==> config.mk <==
export PLATFORM = sky130hd
export DESIGN_NAME = differential_drive_odometry
export DESIGN_NICKNAME = d
export VERILOG_FILES = /design/src/rtl/core/ddo_pkg.sv /design/src/rtl/core/differential_drive_odometry.sv
export SDC_FILE = /design/constraint.sdc
export NUM_CORES = 2
export LEC_CHECK = 0
export BUFFER_PORTS_ARGS = -buffer_cell sky130_fd_sc_hd__buf_4
export CORE_MARGIN = 5
export CORE_UTILIZATION = 40
export CTS_CLUSTER_DIAMETER = 150
export DETAILED_ROUTE_END_ITERATION = 10
export HOLD_SLACK_MARGIN = 0.02
export PLACE_DENSITY = 0.57
export SLEW_MARGIN = 20
export SYNTH_ARGS = -nofsm -noshare
export SYNTH_HDL_FRONTEND = slang
export SYNTH_SLANG_ARGS = --single-unit
==> constraint.sdc <==
create_clock -name i_clk -period 31.7 [get_ports i_clk]
set_clock_uncertainty 0.05 [all_clocks]
set_input_delay 9.51 -clock i_clk [delete_from_list [all_inputs] [get_ports i_clk]]
set_output_delay 9.51 -clock i_clk [all_outputs]
set_load 0.02 [all_outputs]
==> src/rtl/core/ddo_pkg.sv <==
// Package for the odometry block: state type, fixed-point constants and CORDIC angle table.
// Used by differential_drive_odometry, its checker and its testbench; depends on nothing.
package ddo_pkg;

    localparam int CntW = 5;

    typedef enum logic [3:0] {
        ST_IDLE, ST_MUL1, ST_HSUM, ST_HWRAP, ST_ZRED,
        ST_CORD, ST_MUL2, ST_POS, ST_MAXS, ST_DONE
    } t_state;

    localparam logic [0:0] CFG_DIST = 1'b0;
    localparam logic [0:0] CFG_HEAD = 1'b1;

    localparam logic [23:0] DIST_SCALE_RST = 24'd41177;
    localparam logic [23:0] HEAD_SCALE_RST = 24'd74236;

    localparam logic signed [49:0] TWO_PI_Q16  = 50'sd411775;
    localparam logic signed [28:0] PI_Q24      = 29'sd52707179;
    localparam logic signed [28:0] TWO_PI_Q24  = 29'sd105414357;
    localparam logic signed [28:0] HALF_PI_Q24 = 29'sd26353589;
    localparam logic signed [33:0] GAIN_Q30    = 34'sd652032874;

    function automatic logic signed [28:0] atan_q24(input logic [CntW-1:0] i);
        logic signed [28:0] v;
        unique case (i)
            5'd0:  v = 29'sd13176795;
            5'd1:  v = 29'sd7778716;
            5'd2:  v = 29'sd4110060;
            5'd3:  v = 29'sd2086331;
            5'd4:  v = 29'sd1047214;
            5'd5:  v = 29'sd524117;
            5'd6:  v = 29'sd262123;
            5'd7:  v = 29'sd131069;
            5'd8:  v = 29'sd65536;
            5'd9:  v = 29'sd32768;
            5'd10: v = 29'sd16384;
            5'd11: v = 29'sd8192;
            5'd12: v = 29'sd4096;
            5'd13: v = 29'sd2048;
            5'd14: v = 29'sd1024;
            5'd15: v = 29'sd512;
            5'd16: v = 29'sd256;
            5'd17: v = 29'sd128;
            5'd18: v = 29'sd64;
            5'd19: v = 29'sd32;
            5'd20: v = 29'sd16;
            5'd21: v = 29'sd8;
            5'd22: v = 29'sd4;
            5'd23: v = 29'sd2;
            default: v = 29'sd0;
        endcase
        return v;
    endfunction

endpackage

==> src/rtl/core/differential_drive_odometry.sv <==
// Differential-drive odometry built from two bit-serial multipliers and one CORDIC iteration
// per cycle. One request at a time; a new request is taken only after the last result has
// been loaded. The result register frees the input as soon as it is loaded. Synchronous
// active-low reset restores the default scales and clears position, heading and maxima.
module differential_drive_odometry
    import ddo_pkg::*;
#(
    parameter int CORDIC_ITERATIONS = 16
) (
    input  logic         i_clk,
    input  logic         i_rst_n,
    input  logic         s_axis_tvalid,
    output logic         s_axis_tready,
    input  logic [63:0]  s_axis_tdata,   // left_count[31:0], right_count[63:32]
    output logic         m_axis_tvalid,
    input  logic         m_axis_tready,
    output logic [167:0] m_axis_tdata,   // x_pos, y_pos, heading_out, max_abs_x,
                                         // max_abs_y, max_abs_heading, zero pad
    input  logic         i_cfg_we,
    input  logic [0:0]   i_cfg_idx,
    input  logic [23:0]  i_cfg_data
);

    localparam logic [CntW-1:0] LastIter = CntW'(CORDIC_ITERATIONS - 1);

    t_state r_state, n_state;
    logic [CntW-1:0] r_cnt;

    logic [23:0] r_dscale, r_hscale, r_sc1, r_sc2;
    logic [31:0] r_prev_l, r_prev_r;
    logic signed [57:0] r_mc1, r_mc2, r_p1, r_p2;
    logic signed [31:0] r_dist_s;
    logic [31:0] r_dist;
    logic signed [49:0] r_h;
    logic signed [19:0] r_head;
    logic signed [28:0] r_z;
    logic r_flip;
    logic signed [33:0] r_cx, r_cy;
    logic signed [65:0] r_mx, r_my, r_px, r_py;
    logic signed [31:0] r_xacc, r_yacc;
    logic [30:0] r_maxx, r_maxy;
    logic [18:0] r_maxh;
    logic r_mvalid;
    logic [167:0] r_mdata;

    logic [31:0] w_dl, w_dr;
    logic signed [32:0] w_sum, w_dif;
    logic signed [57:0] w_r1, w_r2;
    logic signed [49:0] w_hw;
    logic signed [28:0] w_z0, w_z1;
    logic signed [33:0] w_xs, w_ys;
    logic signed [65:0] w_rx, w_ry;
    logic signed [36:0] w_nx, w_ny;
    logic [32:0] w_ax, w_ay;
    logic [19:0] w_ah;
    logic [30:0] w_sx, w_sy;
    logic [18:0] w_sh;

    always_comb begin
        w_dl  = s_axis_tdata[31:0] - r_prev_l;
        w_dr  = s_axis_tdata[63:32] - r_prev_r;
        w_sum = $signed({w_dl[31], w_dl}) + $signed({w_dr[31], w_dr});
        w_dif = $signed({w_dl[31], w_dl}) - $signed({w_dr[31], w_dr});
        w_r1  = (r_p1 + 58'sd128) >>> 8;
        w_r2  = (r_p2 + 58'sd128) >>> 8;
        if (r_h > TWO_PI_Q16) begin
            w_hw = r_h - TWO_PI_Q16;
        end else if (r_h < -TWO_PI_Q16) begin
            w_hw = r_h + TWO_PI_Q16;
        end else begin
            w_hw = r_h;
        end
        w_z0 = 29'(r_head) <<< 8;
        if (w_z0 > PI_Q24) begin
            w_z0 = w_z0 - TWO_PI_Q24;
        end else if (w_z0 < -PI_Q24) begin
            w_z0 = w_z0 + TWO_PI_Q24;
        end
        if (w_z0 > HALF_PI_Q24) begin
            w_z1 = w_z0 - PI_Q24;
        end else if (w_z0 < -HALF_PI_Q24) begin
            w_z1 = w_z0 + PI_Q24;
        end else begin
            w_z1 = w_z0;
        end
        w_xs = r_cx >>> r_cnt;
        w_ys = r_cy >>> r_cnt;
        w_rx = (r_px + 66'sd536870912) >>> 30;
        w_ry = (r_py + 66'sd536870912) >>> 30;
        w_nx = 37'(r_xacc) + w_rx[36:0];
        w_ny = 37'(r_yacc) + w_ry[36:0];
        w_ax = r_xacc[31] ? 33'(-34'(r_xacc)) : 33'(r_xacc);
        w_ay = r_yacc[31] ? 33'(-34'(r_yacc)) : 33'(r_yacc);
        w_ah = r_head[19] ? 20'(-21'(r_head)) : 20'(r_head);
        w_sx = w_ax[32:31] != 2'b00 ? 31'h7FFF_FFFF : w_ax[30:0];
        w_sy = w_ay[32:31] != 2'b00 ? 31'h7FFF_FFFF : w_ay[30:0];
        w_sh = w_ah[19] ? 19'h7FFFF : w_ah[18:0];
    end

    always_comb begin
        n_state = r_state;
        unique case (r_state)
            ST_IDLE:  if (s_axis_tvalid) n_state = ST_MUL1;
            ST_MUL1:  if (r_cnt == 5'd23) n_state = ST_HSUM;
            ST_HSUM:  n_state = ST_HWRAP;
            ST_HWRAP: n_state = ST_ZRED;
            ST_ZRED:  n_state = ST_CORD;
            ST_CORD:  if (r_cnt == LastIter) n_state = ST_MUL2;
            ST_MUL2:  if (r_cnt == 5'd31) n_state = ST_POS;
            ST_POS:   n_state = ST_MAXS;
            ST_MAXS:  n_state = ST_DONE;
            ST_DONE:  if (!r_mvalid || m_axis_tready) n_state = ST_IDLE;
            default:  n_state = ST_IDLE;
        endcase
    end

    always_comb begin
        s_axis_tready = (r_state == ST_IDLE);
        m_axis_tvalid = r_mvalid;
        m_axis_tdata  = r_mdata;
    end

    always_ff @(posedge i_clk) begin
        if (!i_rst_n) begin
            r_state  <= ST_IDLE;
            r_cnt    <= '0;
            r_dscale <= DIST_SCALE_RST;
            r_hscale <= HEAD_SCALE_RST;
            r_prev_l <= '0;
            r_prev_r <= '0;
            r_head   <= '0;
            r_xacc   <= '0;
            r_yacc   <= '0;
            r_maxx   <= '0;
            r_maxy   <= '0;
            r_maxh   <= '0;
            r_mvalid <= 1'b0;
        end else begin
            r_state <= n_state;
            if (i_cfg_we) begin
                unique case (i_cfg_idx)
                    CFG_DIST: r_dscale <= i_cfg_data;
                    CFG_HEAD: r_hscale <= i_cfg_data;
                    default:  r_dscale <= r_dscale;
                endcase
            end
            if (r_state == ST_DONE && (!r_mvalid || m_axis_tready)) begin
                r_mvalid <= 1'b1;
            end else if (m_axis_tready) begin
                r_mvalid <= 1'b0;
            end
            unique case (r_state)
                ST_IDLE: begin
                    r_cnt <= '0;
                    if (s_axis_tvalid) begin
                        r_prev_l <= s_axis_tdata[31:0];
                        r_prev_r <= s_axis_tdata[63:32];
                        r_mc1 <= 58'(w_sum);
                        r_mc2 <= 58'(w_dif);
                        r_sc1 <= r_dscale;
                        r_sc2 <= r_hscale;
                        r_p1  <= '0;
                        r_p2  <= '0;
                    end
                end
                ST_MUL1: begin
                    if (r_sc1[0]) r_p1 <= r_p1 + r_mc1;
                    if (r_sc2[0]) r_p2 <= r_p2 + r_mc2;
                    r_mc1 <= r_mc1 <<< 1;
                    r_mc2 <= r_mc2 <<< 1;
                    r_sc1 <= r_sc1 >> 1;
                    r_sc2 <= r_sc2 >> 1;
                    r_cnt <= (r_cnt == 5'd23) ? '0 : r_cnt + 1'b1;
                end
                ST_HSUM: begin
                    if (w_r1 > 58'sd2147483647) begin
                        r_dist_s <= 32'sh7FFF_FFFF;
                    end else if (w_r1 < -58'sd2147483648) begin
                        r_dist_s <= 32'sh8000_0000;
                    end else begin
                        r_dist_s <= w_r1[31:0];
                    end
                    r_h <= 50'(r_head) + w_r2[49:0];
                end
                ST_HWRAP: begin
                    if (w_hw > 50'sd524287) begin
                        r_head <= 20'sh7FFFF;
                    end else if (w_hw < -50'sd524288) begin
                        r_head <= 20'sh80000;
                    end else begin
                        r_head <= w_hw[19:0];
                    end
                end
                ST_ZRED: begin
                    r_z    <= w_z1;
                    r_flip <= (w_z0 > HALF_PI_Q24) || (w_z0 < -HALF_PI_Q24);
                    r_cx   <= GAIN_Q30;
                    r_cy   <= '0;
                    r_cnt  <= '0;
                    r_dist <= r_dist_s;
                end
                ST_CORD: begin
                    if (r_z >= 0) begin
                        r_cx <= r_cx - w_ys;
                        r_cy <= r_cy + w_xs;
                        r_z  <= r_z - atan_q24(r_cnt);
                    end else begin
                        r_cx <= r_cx + w_ys;
                        r_cy <= r_cy - w_xs;
                        r_z  <= r_z + atan_q24(r_cnt);
                    end
                    if (r_cnt == LastIter) begin
                        r_cnt <= '0;
                        r_px  <= '0;
                        r_py  <= '0;
                    end else begin
                        r_cnt <= r_cnt + 1'b1;
                    end
                end
                ST_MUL2: begin
                    if (r_cnt == 5'd0) begin
                        // first digit: take the rotated vector, sign-corrected
                        if (r_flip) begin
                            r_mx <= -(66'(r_cx) <<< 1);
                            r_my <= -(66'(r_cy) <<< 1);
                            if (r_dist[0]) begin
                                r_px <= -66'(r_cx);
                                r_py <= -66'(r_cy);
                            end
                        end else begin
                            r_mx <= 66'(r_cx) <<< 1;
                            r_my <= 66'(r_cy) <<< 1;
                            if (r_dist[0]) begin
                                r_px <= 66'(r_cx);
                                r_py <= 66'(r_cy);
                            end
                        end
                    end else begin
                        if (r_dist[0]) begin
                            if (r_cnt == 5'd31) begin
                                r_px <= r_px - r_mx;
                                r_py <= r_py - r_my;
                            end else begin
                                r_px <= r_px + r_mx;
                                r_py <= r_py + r_my;
                            end
                        end
                        r_mx <= r_mx <<< 1;
                        r_my <= r_my <<< 1;
                    end
                    r_dist <= r_dist >> 1;
                    r_cnt  <= (r_cnt == 5'd31) ? '0 : r_cnt + 1'b1;
                end
                ST_POS: begin
                    if (w_nx > 37'sd2147483647) r_xacc <= 32'sh7FFF_FFFF;
                    else if (w_nx < -37'sd2147483648) r_xacc <= 32'sh8000_0000;
                    else r_xacc <= w_nx[31:0];
                    if (w_ny > 37'sd2147483647) r_yacc <= 32'sh7FFF_FFFF;
                    else if (w_ny < -37'sd2147483648) r_yacc <= 32'sh8000_0000;
                    else r_yacc <= w_ny[31:0];
                end
                ST_MAXS: begin
                    if (w_sx > r_maxx) r_maxx <= w_sx;
                    if (w_sy > r_maxy) r_maxy <= w_sy;
                    if (w_sh > r_maxh) r_maxh <= w_sh;
                end
                ST_DONE: begin
                    if (!r_mvalid || m_axis_tready) begin
                        r_mdata  <= {3'b000, r_maxh, r_maxy, r_maxx, r_head, r_yacc, r_xacc};
                    end
                end
                default: r_cnt <= '0;
            endcase
        end
    end

    a_max_mono: assert property (@(posedge i_clk) disable iff (!i_rst_n)
        r_maxx >= $past(r_maxx) && r_maxh >= $past(r_maxh))
        else $error("running maximum decreased");

    a_ready_idle: assert property (@(posedge i_clk) disable iff (!i_rst_n)
        s_axis_tready |-> (r_state == ST_IDLE))
        else $error("ready outside idle");

    a_load: assert property (@(posedge i_clk) disable iff (!i_rst_n)
        (r_state == ST_DONE && n_state == ST_IDLE) |=> m_axis_tvalid)
        else $error("result not presented");

    a_iter: assert property (@(posedge i_clk) disable iff (!i_rst_n)
        (r_state == ST_CORD) |-> (r_cnt <= LastIter))
        else $error("CORDIC counter out of range");

endmodule

==> reports/results.ini <==
[status]
status = completed

[final_layout]
stdcell_count = 14021
nets = 11550
drive_above_1_share_pct = 8.293
areaGrowthSynthToFinish_pct = 11.18
num-fill-cells = 22927

[clocking]
holdBufCountCts = 0
post-cts-setup-buffers = 0
cts_resized = 0
clkSinkCount = 1227
cts.htree.levels = 4
cts-root-buf = clkbuf_16
numCtsBuffers = 153
insertion_delay_ns = 0.82
clk_pin_slew_worst_paths_ns = 0.06
cts_tree = done
cts_buffer_depth = 3

[place]
place_inst = 13729
gp_congestion = 0.9179
place_hpwl_mm = 200.4
portBuffers = 260

[detailed_routing]
drt-initial-drc-count = 5132
ant_nets = 0
wirelength_mm = 267.2
vias = 78724
wl_per_cell_um = 19.05
viasPerCell = 5.615
dr.pass1.iters = 6
drc = 0

[critical_path]
start_kind = input port
crit_arrival_ns = 15.65
endpoint_kind = flip-flop
worstSetupPathType = input port to flip-flop
cp.required_ns = 32.15
crit_fanout = 26

[logic_synthesis]
ys_ff_latch = 1227
synth-edff-count = 916
synth-adder-area-share_pct = 9.641
avgSynthCellArea_um2 = 8.834
yosys.area_share.simple_pct = 17.56
synthArstFlopShare_pct = 0
synth_top_family_by_area = compound AO/OA/AOI/OAI gates
synth_compound_area_share_pct = 20.17
synth_xor_area_share_pct = 10.17
synthesis.area_um2 = 94510
ys.flop_type = edfxtp_1
synth_mux_area_share_pct = 3.023
synth-seq-area-share_pct = 35.69
yosys.cell_types.count = 102
synth_cells = 10698
ys_warn_count = 0

[timing]
finalMaxSlewViolations = 0
grt_setup_unrepaired = no
setup_violations = 0
slew-limit-headroom_pct = 26.09
tns_ns = 0
hold_slack_ns = 0.3682
period_minus_slack_ns = 15.20
finalHoldViolCount = 0
finalCritPeriodShare_pct = 47.95
tightestPinTransition_ns = 1.109
fmax_mhz = 65.79

[floorplanning]
core-area_um2 = 235200
io_pins = 264
initial_core_util_pct = 40.18
dieArea_um2 = 246100
die-width_um = 496.1
num_rows = 178
die_h_um = 496.1

[global_routing]
grt-ovfl-total = 0
grt_pass1_vias = 76845
groute.usage.overall_pct = 21.00
grt_pass1_wl_mm = 421.8
antenna_found_initial = 7
grt_start_max_net_pins = 135

[pwr]
power_density_nw_per_um2 = 73.86
leakage_nw = 42.37
ir_drop_mv = 0.05999

[run]
max-cap-violations = 0

[worst_hold_path]
hp-class = flip-flop to flip-flop

## through the flow
step	util, %	power, mW	cell area [um2]	worst slack [ns]
after floorplan	-	5.003	94510	8.690
final	44.68	7.761	105100	16.50
after detailed placement	42.32	5.872	99540	15.73
after CTS	44.65	7.814	105000	16.59
after global placement	42.31	5.819	99520	15.77
after global routing	44.67	8.309	105100	16.11
## cells by family (layout without fill, tap and decap cells)
kind of cell               after synthesis  in the layout
AOI/OAI and AO/OA                     2985           2985
xor gates and xnor gates              1097           1097
adders and majority gates              721            721
buffers and inverters                  922           1087
DFF                                   1227           1227
muxes                                  162            162
other                                    1              9
and+or+nand+nor                       3583           3583
## routing by layer
| metal | track usage, % | wire, um |
|---|---|---|
| met1 | 27.29 | 118300 |
| met2 | 36.47 | 128800 |
| met3 | 2.481 | 11220 |
| met4 | 6.696 | 8815 |
| met5 | 0 | 0 |
## power breakdown
part / leakage (nW) / switching [mW] / internal, mW
clock: 2.66 / 0.747 / 1.15
sequential: 11.0 / 0.237 / 2.12
combinational: 28.7 / 2.10 / 1.40
## area by class of cell
class	instances	area, um2	area share [%]
clock inverter	96	1289	1.227
clock buffer	189	4192	3.989
antenna	6	15.01	0.01429
timing repair buffer	364	2773	2.639
tap	3150	3941	3.751
multi-input combinational	8551	57480	54.70
sequential	1227	33740	32.11
inverter	438	1644	1.565
## placed cells by master, fill, tap and decap left out, types with 361 or more instances in the layout
| master | synthesis | layout |
|---|---|---|
| a21o_1 | 392 | 392 |
| a21oi_1 | 789 | 788 |
| buf_4 | 6 | 361 |
| edfxtp_1 | 916 | 916 |
| ha_1 | 709 | 708 |
| inv_1 | 430 | 430 |
| nand2_1 | 1392 | 1387 |
| nor2_1 | 838 | 834 |
| o21ai_0 | 691 | 687 |
| xnor2_1 | 648 | 648 |
| xor2_1 | 449 | 449 |
## worst paths after layout
check	from	to	slack, ns	cells after the start
max	s_axis_tdata[1]	r_mc2[46]	16.50	23
min	r_maxy[9]	m_axis_tdata[124]	0.37	0
max reg2reg	r_xacc[2]	r_maxx[0]	24.07	24
min reg2reg	r_maxy[9]	m_axis_tdata[124]	0.37	0
## registers in the layout, indices dropped and copies added (netlist names), 50 cells and up, named ones only
signal / flops
r_my: 65
r_mx: 65
r_mc1: 58
r_py: 65
r_p1: 58
r_p2: 58
m_axis_tdata: 165
r_h: 50
r_mc2: 57
r_px: 65
## Yosys cell counts (91+ instances only)
| library cell | number | area [um2] |
|---|---|---|
| nand2_1 | 1392 | 5225 |
| edfxtp_1 | 916 | 27510 |
| nor2_1 | 838 | 3146 |
| a21oi_1 | 789 | 3949 |
| ha_1 | 709 | 8871 |
| o21ai_0 | 691 | 3458 |
| xnor2_1 | 648 | 5675 |
| xor2_1 | 449 | 3933 |
| inv_1 | 430 | 1614 |
| clkbuf_1 | 421 | 1580 |
| a21o_1 | 392 | 2943 |
| dfxtp_1 | 311 | 6226 |
| nand3_1 | 235 | 1176 |
| nor3_1 | 194 | 970.9 |
| nand2b_1 | 156 | 975.9 |
| a21boi_0 | 134 | 1006 |
| o21a_1 | 127 | 953.4 |
| nand4_1 | 118 | 738.2 |
| a31oi_1 | 116 | 725.7 |
| and3_1 | 116 | 725.7 |
| nor2b_1 | 110 | 688.2 |
| mux4_2 | 96 | 2162 |
| o31ai_1 | 91 | 683.2 |
## critical path: stages
cell,delay [ns]
buf_4,0.13
ha_1,0.28
nor2b_1,0.13
o21a_1,0.17
o21ai_0,0.23
a21oi_1,0.15
a211oi_1,0.44
a31oi_1,0.17
or2_2,0.33
o31a_1,0.34
a21o_1,0.21
xor2_1,0.26
ha_1,0.41
or3_1,0.47
nand2b_1,0.18
a211o_1,0.29
nand2_1,0.15
a21oi_1,0.12
a221oi_1,0.37
o2bb2ai_1,0.21
o41ai_1,0.14
nand3_1,0.74
o21ai_0,0.22
Note: power is estimated with default switching activity, not from simulation.
